<file path="config.mk">
export PLATFORM = sky130hd
export DESIGN_NAME = generational_handle_table_top
export DESIGN_NICKNAME = d
export VERILOG_FILES = /design/src/rtl/ght_pkg.sv /design/src/rtl/ght_ram.sv /design/src/rtl/generational_handle_table_top.sv
export SDC_FILE = /design/constraint.sdc
export NUM_CORES = 2
export LEC_CHECK = 0
export BUFFER_PORTS_ARGS = -buffer_cell sky130_fd_sc_hd__buf_2
export CAP_MARGIN = 20
export CORE_ASPECT_RATIO = 1.75
export CORE_MARGIN = 5
export CORE_UTILIZATION = 25
export DETAILED_ROUTE_END_ITERATION = 6
export HOLD_SLACK_MARGIN = 0.03
export PLACE_DENSITY = 0.5
export SYNTH_ARGS = -nofsm -noshare
export SYNTH_HDL_FRONTEND = slang
export SYNTH_SLANG_ARGS = --single-unit
</file>
<file path="constraint.sdc">
create_clock -name i_clk -period 20.8 [get_ports i_clk]
set_clock_uncertainty 0.2 [all_clocks]
set_input_delay 3.12 -clock i_clk [delete_from_list [all_inputs] [get_ports i_clk]]
set_output_delay 3.12 -clock i_clk [all_outputs]
set_load 0.1 [all_outputs]
</file>
<file path="src/rtl/ght_pkg.sv">
// ----------------------------------------------------------------------------
// Generational handle table package
// Shared word types, command and status codes, and sizing constants.
// ----------------------------------------------------------------------------
package ght_pkg;

    // Default number of slots in the table.
    localparam int SLOT_COUNT_DEF = 64;

    // Handle layout: generation in the upper half, slot index plus one below.
    localparam int GEN_W     = 16;
    localparam int GEN_SHIFT = 16;
    localparam logic [GEN_W-1:0] GEN_MASK = 16'hffff;
    localparam logic [GEN_W-1:0] GEN_INIT = 16'h0001;

    // Live bits are packed this many to a memory word.
    localparam int LIVE_WORD_W = 32;

    localparam logic [1:0] CMD_ALLOC = 2'd0;
    localparam logic [1:0] CMD_CHECK = 2'd1;
    localparam logic [1:0] CMD_FREE  = 2'd2;

    localparam logic [1:0] ST_OK   = 2'd0;
    localparam logic [1:0] ST_FULL = 2'd1;
    localparam logic [1:0] ST_BAD  = 2'd2;

    typedef struct packed {
        logic [1:0]  cmd;
        logic [31:0] handle_in;
    } t_req;

    typedef struct packed {
        logic        ok;
        logic [1:0]  status;
        logic [31:0] handle_out;
        logic [5:0]  slot_index;
        logic [31:0] serial_id;
        logic [6:0]  live_count;
    } t_rsp;

    // One slot entry as held in memory.
    typedef struct packed {
        logic [GEN_W-1:0] gen;
        logic [31:0]      serial;
    } t_entry;

endpackage

</file>
<file path="src/rtl/ght_ram.sv">
// ----------------------------------------------------------------------------
// Generic RAM
// One write port and one read port with registered read data.
// ----------------------------------------------------------------------------
module ght_ram #(
    parameter int WIDTH = 32,
    parameter int DEPTH = 64,
    localparam int AW = (DEPTH > 1) ? $clog2(DEPTH) : 1
) (
    input  logic             i_clk,
    input  logic             i_we,
    input  logic [AW-1:0]    i_waddr,
    input  logic [WIDTH-1:0] i_wdata,
    input  logic [AW-1:0]    i_raddr,
    output logic [WIDTH-1:0] o_rdata
);

    logic [WIDTH-1:0] r_mem [DEPTH];
    logic [WIDTH-1:0] r_rdata;

    always_ff @(posedge i_clk) begin
        if (i_we) begin
            r_mem[i_waddr] <= i_wdata;
        end
        r_rdata <= r_mem[i_raddr];
    end

    assign o_rdata = r_rdata;

endmodule

</file>
<file path="src/rtl/generational_handle_table_top.sv">
// ----------------------------------------------------------------------------
// Generational handle table
// Fixed table of slots that hands out and checks generation-tagged handles.
// ----------------------------------------------------------------------------
// Usage. The request channel (i_in_valid, o_in_stall, i_in) carries one word
// per command: allocate, validate or release. The response channel
// (o_out_valid, i_out_stall, o_out) returns exactly one word per request, in
// order. A word moves on a rising edge with valid high and stall low.
//
// Sequencing. A command runs under a small sequencer that shares one read port on
// each of two memories: a live-bit memory packed 32 slots to a word and a slot
// entry memory holding generation and serial. Validate and release read the
// live word, then the slot entry. Allocate scans the live words one read at a
// time for the lowest free slot, then reads its entry; a full table answers
// after the last live word. A handle with a bad index part or an unused
// command goes straight to the done state. The next request is taken once the
// response is registered and the sequencer is back in idle.
//
// Reset. After reset a clearing pass writes every slot entry (generation 1)
// and every live word (all free) with o_in_stall high. If the receiver
// stalls, the response holds in the output register and a finished command
// waits in its done state until that register frees up.
// ----------------------------------------------------------------------------
module generational_handle_table_top #(
    parameter int SLOT_COUNT = ght_pkg::SLOT_COUNT_DEF
) (
    input  logic          i_clk,
    input  logic          i_rst_n,
    input  logic          i_in_valid,
    output logic          o_in_stall,
    input  ght_pkg::t_req i_in,
    output logic          o_out_valid,
    input  logic          i_out_stall,
    output ght_pkg::t_rsp o_out
);

    import ght_pkg::*;

    localparam int SLOT_W    = (SLOT_COUNT > 1) ? $clog2(SLOT_COUNT) : 1;
    localparam int LIVE_W    = $clog2(SLOT_COUNT + 1);
    localparam int LWORDS    = (SLOT_COUNT + LIVE_WORD_W - 1) / LIVE_WORD_W;
    localparam int LW_AW     = (LWORDS > 1) ? $clog2(LWORDS) : 1;
    localparam int BIT_W     = $clog2(LIVE_WORD_W);
    localparam int LAST_BITS = SLOT_COUNT - (LWORDS - 1) * LIVE_WORD_W;
    localparam int ENT_W     = $bits(t_entry);

    // Slots that exist in the last live word; the rest read as taken.
    localparam logic [LIVE_WORD_W-1:0] LAST_MASK =
        LIVE_WORD_W'((64'h1 << LAST_BITS) - 64'h1);

    typedef enum logic [6:0] {
        S_CLEAR = 7'b0000001,
        S_IDLE  = 7'b0000010,
        S_LREAD = 7'b0000100,
        S_LTEST = 7'b0001000,
        S_EREAD = 7'b0010000,
        S_ETEST = 7'b0100000,
        S_DONE  = 7'b1000000
    } t_state;

    t_state                  r_state, n_state;
    logic [1:0]              r_cmd, n_cmd;
    logic [31:0]             r_handle, n_handle;
    logic [LW_AW-1:0]        r_word, n_word;
    logic [BIT_W-1:0]        r_bit, n_bit;
    logic [SLOT_W-1:0]       r_slot, n_slot;
    logic [LIVE_WORD_W-1:0]  r_lword, n_lword;
    logic [LIVE_W-1:0]       r_live, n_live;
    logic [31:0]             r_serial, n_serial;
    logic [SLOT_W-1:0]       r_clr, n_clr;
    t_rsp                    r_res, n_res;
    t_rsp                    r_out;
    logic                    r_out_valid;

    logic                    live_we;
    logic [LW_AW-1:0]        live_waddr;
    logic [LIVE_WORD_W-1:0]  live_wdata;
    logic [LIVE_WORD_W-1:0]  live_rdata;
    logic                    ent_we;
    logic [SLOT_W-1:0]       ent_waddr;
    t_entry                  ent_wdata;
    t_entry                  ent_rdata;
    logic                    out_free;

    ght_ram #(
        .WIDTH (LIVE_WORD_W),
        .DEPTH (LWORDS)
    ) u_live_ram (
        .i_clk   (i_clk),
        .i_we    (live_we),
        .i_waddr (live_waddr),
        .i_wdata (live_wdata),
        .i_raddr (r_word),
        .o_rdata (live_rdata)
    );

    ght_ram #(
        .WIDTH (ENT_W),
        .DEPTH (SLOT_COUNT)
    ) u_entry_ram (
        .i_clk   (i_clk),
        .i_we    (ent_we),
        .i_waddr (ent_waddr),
        .i_wdata (ent_wdata),
        .i_raddr (r_slot),
        .o_rdata (ent_rdata)
    );

    // Lowest clear bit of a live word; the caller makes sure one exists.
    function automatic logic [BIT_W-1:0] lowest_free(input logic [LIVE_WORD_W-1:0] w);
        logic [BIT_W-1:0] f;
        f = '0;
        for (int j = LIVE_WORD_W - 1; j >= 0; j--) begin
            if (!w[j]) begin
                f = BIT_W'(j);
            end
        end
        return f;
    endfunction

    function automatic t_rsp make_rsp(input logic ok, input logic [1:0] status,
                                      input logic [31:0] handle,
                                      input logic [SLOT_W-1:0] slot,
                                      input logic [31:0] serial,
                                      input logic [LIVE_W-1:0] live);
        t_rsp r;
        r.ok         = ok;
        r.status     = status;
        r.handle_out = handle;
        r.slot_index = 6'(slot);
        r.serial_id  = serial;
        r.live_count = 7'(live);
        return r;
    endfunction

    assign out_free = !r_out_valid || !i_out_stall;

    always_comb begin
        logic [15:0]            code;
        logic [15:0]            idx16;
        logic [15:0]            slot16;
        logic [LIVE_WORD_W-1:0] pad;
        logic [LIVE_WORD_W-1:0] masked;
        logic [BIT_W-1:0]       fbit;
        logic                   hit;
        logic [GEN_W-1:0]       gen_next;

        n_state    = r_state;
        n_cmd      = r_cmd;
        n_handle   = r_handle;
        n_word     = r_word;
        n_bit      = r_bit;
        n_slot     = r_slot;
        n_lword    = r_lword;
        n_live     = r_live;
        n_serial   = r_serial;
        n_clr      = r_clr;
        n_res      = r_res;
        live_we    = 1'b0;
        live_waddr = r_word;
        live_wdata = r_lword;
        ent_we     = 1'b0;
        ent_waddr  = r_slot;
        ent_wdata  = ent_rdata;

        code     = i_in.handle_in[15:0];
        idx16    = code - 16'd1;
        pad      = (r_word == LW_AW'(LWORDS - 1)) ? ~LAST_MASK : '0;
        masked   = live_rdata | pad;
        fbit     = lowest_free(masked);
        slot16   = (16'(r_word) << BIT_W) | 16'(fbit);
        hit      = r_lword[r_bit] && (ent_rdata.gen == r_handle[31:GEN_SHIFT]);
        gen_next = (ent_rdata.gen >= GEN_MASK) ? GEN_INIT : ent_rdata.gen + GEN_INIT;

        case (r_state)
            S_CLEAR: begin
                ent_we         = 1'b1;
                ent_waddr      = r_clr;
                ent_wdata.gen  = GEN_INIT;
                ent_wdata.serial = '0;
                if (16'(r_clr) < 16'(LWORDS)) begin
                    live_we    = 1'b1;
                    live_waddr = LW_AW'(r_clr);
                    live_wdata = '0;
                end
                if (16'(r_clr) == 16'(SLOT_COUNT - 1)) begin
                    n_state = S_IDLE;
                end else begin
                    n_clr = r_clr + SLOT_W'(1);
                end
            end
            S_IDLE: begin
                if (i_in_valid) begin
                    n_cmd    = i_in.cmd;
                    n_handle = i_in.handle_in;
                    case (i_in.cmd)
                        CMD_ALLOC: begin
                            n_word  = '0;
                            n_state = S_LREAD;
                        end
                        CMD_CHECK, CMD_FREE: begin
                            if (code != 16'd0 && 32'(code) <= SLOT_COUNT) begin
                                n_slot  = idx16[SLOT_W-1:0];
                                n_word  = LW_AW'(idx16 >> BIT_W);
                                n_bit   = idx16[BIT_W-1:0];
                                n_state = S_LREAD;
                            end else begin
                                n_res   = make_rsp(1'b0, ST_BAD, '0, '0, '0, r_live);
                                n_state = S_DONE;
                            end
                        end
                        default: begin
                            n_res   = make_rsp(1'b0, ST_BAD, '0, '0, '0, r_live);
                            n_state = S_DONE;
                        end
                    endcase
                end
            end
            S_LREAD: begin
                n_state = S_LTEST;
            end
            S_LTEST: begin
                n_lword = live_rdata;
                if (r_cmd == CMD_ALLOC) begin
                    if (masked != '1) begin
                        n_bit   = fbit;
                        n_slot  = slot16[SLOT_W-1:0];
                        n_state = S_EREAD;
                    end else if (r_word == LW_AW'(LWORDS - 1)) begin
                        n_res   = make_rsp(1'b0, ST_FULL, '0, '0, '0, r_live);
                        n_state = S_DONE;
                    end else begin
                        n_word  = r_word + LW_AW'(1);
                        n_state = S_LREAD;
                    end
                end else begin
                    n_state = S_EREAD;
                end
            end
            S_EREAD: begin
                n_state = S_ETEST;
            end
            S_ETEST: begin
                n_state = S_DONE;
                case (r_cmd)
                    CMD_ALLOC: begin
                        n_serial         = r_serial + 32'd1;
                        n_live           = r_live + LIVE_W'(1);
                        ent_we           = 1'b1;
                        ent_wdata.serial = n_serial;
                        live_we          = 1'b1;
                        live_wdata       = r_lword | (LIVE_WORD_W'(1) << r_bit);
                        n_res = make_rsp(1'b1, ST_OK,
                                         {ent_rdata.gen, 16'(r_slot) + 16'd1},
                                         r_slot, n_serial, n_live);
                    end
                    CMD_FREE: begin
                        if (hit) begin
                            ent_we        = 1'b1;
                            ent_wdata.gen = gen_next;
                            live_we       = 1'b1;
                            live_wdata    = r_lword & ~(LIVE_WORD_W'(1) << r_bit);
                            if (r_live != '0) begin
                                n_live = r_live - LIVE_W'(1);
                            end
                            n_res = make_rsp(1'b1, ST_OK, r_handle, r_slot,
                                             ent_rdata.serial, n_live);
                        end else begin
                            n_res = make_rsp(1'b0, ST_BAD, '0, '0, '0, r_live);
                        end
                    end
                    default: begin
                        if (hit) begin
                            n_res = make_rsp(1'b1, ST_OK, r_handle, r_slot,
                                             ent_rdata.serial, r_live);
                        end else begin
                            n_res = make_rsp(1'b0, ST_BAD, '0, '0, '0, r_live);
                        end
                    end
                endcase
            end
            S_DONE: begin
                if (out_free) begin
                    n_state = S_IDLE;
                end
            end
            default: begin
                n_state = S_IDLE;
            end
        endcase
    end

    always_ff @(posedge i_clk) begin
        if (!i_rst_n) begin
            r_state     <= S_CLEAR;
            r_clr       <= '0;
            r_live      <= '0;
            r_serial    <= '0;
            r_out_valid <= 1'b0;
        end else begin
            r_state  <= n_state;
            r_clr    <= n_clr;
            r_live   <= n_live;
            r_serial <= n_serial;
            if (r_state == S_DONE && out_free) begin
                r_out_valid <= 1'b1;
            end else if (!i_out_stall) begin
                r_out_valid <= 1'b0;
            end
        end
    end

    // Payload registers carry no reset.
    always_ff @(posedge i_clk) begin
        r_cmd    <= n_cmd;
        r_handle <= n_handle;
        r_word   <= n_word;
        r_bit    <= n_bit;
        r_slot   <= n_slot;
        r_lword  <= n_lword;
        r_res    <= n_res;
        if (r_state == S_DONE && out_free) begin
            r_out <= r_res;
        end
    end

    assign o_in_stall  = (r_state != S_IDLE);
    assign o_out_valid = r_out_valid;
    assign o_out       = r_out;

    // The clearing pass must finish before any request is taken.
    a_clear_blocks: assert property (@(posedge i_clk) disable iff (!i_rst_n)
        (r_state == S_CLEAR) |-> o_in_stall)
        else $error("request accepted during clearing pass");

    // A generation of zero would let a zero-generation handle match.
    a_gen_nonzero: assert property (@(posedge i_clk) disable iff (!i_rst_n)
        ent_we |-> (ent_wdata.gen != '0))
        else $error("slot generation written as zero");

    // An allocation that reaches the entry stage always claims a slot.
    a_alloc_count: assert property (@(posedge i_clk) disable iff (!i_rst_n)
        (r_state == S_ETEST && r_cmd == CMD_ALLOC) |=>
            (r_live == $past(r_live) + LIVE_W'(1)))
        else $error("allocation did not advance the live count");

    a_live_bound: assert property (@(posedge i_clk) disable iff (!i_rst_n)
        32'(r_live) <= SLOT_COUNT)
        else $error("live count exceeds table size");

    // A successful response always carries a handle with a nonzero index part.
    a_ok_handle: assert property (@(posedge i_clk) disable iff (!i_rst_n)
        (o_out_valid && o_out.ok) |->
            (o_out.status == ST_OK && o_out.handle_out[15:0] != 16'd0))
        else $error("successful response with bad status or handle");

endmodule

</file>
==> results.md <==
* Status: finished clean
* Max Cap Violations at 0
* Worst Hold Class: register to register
* Critical Path RT at 21.06 ns
* GRT Overall Usage at 14.5%
* First DRT Iteration DRCs at 6702
* I/O pin cnt at 120
* Final nets at 6312
* Worst path buffer plus inverter count at 4
* CTS Buf Count at 316
* Die area at 0.553 mm^2
* Ys Warns at 0
* Worst VDD drop at 71.4 uV
* Pleak at 0.0481 uW
* Rel. slew slack at 16.4%
* Ranking of synthesized cells by area: edfxtp_1 75%, mux4_2 17%, dfxtp_1 2.0%
* Port-buffer cells at 119
* Die width at 564 um
* Routed Antenna Nets at 0
* Start point of the critical path: r_bit[1]
* Vias in the first global route at 68400
* Synthesized area at 0.134 mm^2
* Final core utilization at 29.1%
* Routed Wire Length at 413000 um
* CTS max path bufs at 4
* Hold-fix buffers, CTS at 0
* Setup TNS at 0 ns
* Detailed placement HPWL at 226000 um
* Largest net degree at the start of global routing at 140
* DR vias at 64900
* CP max FO at 139
* Hold path startpoint: r_res[54]
* Initial antenna violation count at 23
* Fin crit share at 30.4%
* Synth unique cells at 70
* Area grow syn2layout at 16.2%
* Post-CTS setup buffer count at 0
* CTS tree: built
* PD cells at 94.3 mW/mm^2
* Unrepaired setup endpoints after global routing: no
* Global-route wire length before repair at 565000 um
* # clock sinks at 3502
* Core area at 0.536 mm^2
* Most used cell, CP: buf_4
* Multi-input gate area at 0.0301 mm^2
* Area leader, netlist: edfxtp_1
* Mean post-synth cell area at 22.8 um^2
* Worst Tran Pin Value at 1.25 ns
* Post-synth EDFFs at 3369
* Remaining DRCs at 0
* WL per Instance at 30.2 um
* Slowest cell on crit path: edfxtp_1
* Final Max Tran Viols at 0
* Register area at 0.104 mm^2
* GP Congestion at 0.811
* FF+latch count, synth at 3502
* Yosys top cell area share at 75.3%
* Die Y at 980 um
* Filler Cell Count at 52100
* FMAX at 158 MHz
* Starting Density at 25.0%
* Vias per cell at 4.75
* CP Class: register to register
* Congestion Overflow GR at 0
* WP data arrival at 6.58 ns
* Min Clock Period, post-route at 6.32 ns
* DRT Pass-1 Iters at 5
* Main synth FF type: edfxtp_1
* Crit start category: register
* CP Capture Type: register
* Async SR Flop Fraction at 0%
* Htree depth at 5
* Mapped Nets at 5934
* Final Setup Violations at 0
* Register area share after synthesis at 77.3%
* Reg-to-Reg Start: r_bit[1]
* Crit path max-delay family: buffers and inverters
* Clock Latency Late Sink at 0.94 ns
* Clock-pin slew on the worst setup and hold paths at 0.07 ns
* Cells along the critical path: buf_12 > mux4_2 > mux2_2 > o22ai_1 > nor3_2 > o211ai_1 > buf_4 > a211oi_4 > buf_4 > buf_4
* Row count at 356
* Final Hold Vio Count at 0
* Root Driver: clkbuf_16
* Most common library cell in the layout ignoring fill and taps: edfxtp_1
* CTS-repair resized insts at 0
* Layout cells sized above 1 at 31.2%
* Cells after synthesis at 5881
* Most frequent cells in the layout: 3369 x edfxtp_1, 1013 x mux4_2, 322 x clkbuf_16
* Slowest cell delay on critical path at 0.80 ns
==> per-stage QoR <==
stage / instance area (um^2) / power [uW] / worst slack, ns / hold WS (ns) / cells
6_report: 156000 / 14700 / 14.48 / 0.217 / 13700
5_1_grt: 156000 / 15200 / 14.16 / 0.227 / 13700
4_1_cts: 156000 / 14900 / 14.49 / 0.217 / 13700
3_5_place_dp: 146000 / 8890 / 14.32 / 0.205 / 13100
3_3_place_gp: 146000 / 8860 / 14.09 / 0.204 / 13100
2_1_floorplan: 134000 / 8540 / 10.03 / 0.200 / 5881
==> logic make-up after synthesis <==
| group | after synthesis | synth area share (%) |
|---|---|---|
| fa+ha+maj | 15 | 0.140 |
| simple gates | 505 | 1.92 |
| mux | 1065 | 17.4 |
| buf+inv | 352 | 1.01 |
| flops | 3502 | 77.3 |
| compound gates | 374 | 1.79 |
| xor+xnor | 68 | 0.443 |
==> synth_stat cells (all sizes together), types with 4 or more instances <==
cell and count:
edfxtp 3369, mux4 1013, clkbuf 205, dfxtp 133, buf 118, nand2 114
a21oi 94, nor2 91, o21ai 72, nor3 59, a21o 51, nand3 51
a31oi 43, xor2 40, a211oi 37, mux2 37, or2 31, or3 30
inv 28, xnor2 28, and2 25, nand4 23, nor4 22, and3 20
a22o 16, ha 15, mux2i 15, nand2b 9, nand3b 8, o311ai 8
o31ai 8, o211ai 7, o22ai 7, nor3b 5, or4 5, and4 4
o311a 4
==> layer usage <==
metal	vias to the layer above	global-route usage, %	routed length (um)
met5	-	0	28
met4	4	5.34	16600
met3	722	1.70	21000
met2	2466	27.4	225000
met1	36000	16.8	150000
li1	25700	-	-
==> state kept, by name, indices dropped and copies added (netlist names) <==
| name | flops |
|---|---|
| u_entry_ram.r_mem | 3072 |
| o_out | 80 |
| r_res | 80 |
| u_live_ram.r_mem | 64 |
| u_entry_ram.o_rdata | 48 |
| r_handle | 32 |
| r_lword | 32 |
| r_serial | 32 |
| u_live_ram.o_rdata | 32 |
| r_live | 7 |
| r_state | 7 |
| r_clr | 6 |
| r_bit | 4 |
| r_cmd | 2 |
| r_slot | 2 |
| o_out_valid | 1 |
| r_word | 1 |
==> path summary, 6_finish.rpt <==
path                                             endpoint  cells after the start  slack (ns)
worst max-delay path            u_entry_ram.r_mem[24][28]                     10       14.48
worst min-delay path                            o_out[54]                      0        0.22
worst max register to register  u_entry_ram.r_mem[24][28]                     10       14.48
worst min register to register                  o_out[54]                      0        0.22
==> cell type report <==
class                   instances  area share (%)
diodes                          6         0.00962
clock buffers                 408            5.53
clock inverters               153            1.08
inverters                      29          0.0745
multi-input cells            2027            19.3
flip-flops and latches       3502            66.5
well taps                    7160            5.74
repair buffers                383            1.80
==> power breakdown <==
group / leakage, uW / total (uW) / switching [uW] / internal [uW]
sequential: 0.0322 / 8070 / 70.3 / 8000
combinational: 0.0109 / 661 / 495 / 166
clock: 0.00504 / 5990 / 2640 / 3350
Power figures use the tool's default switching activity.
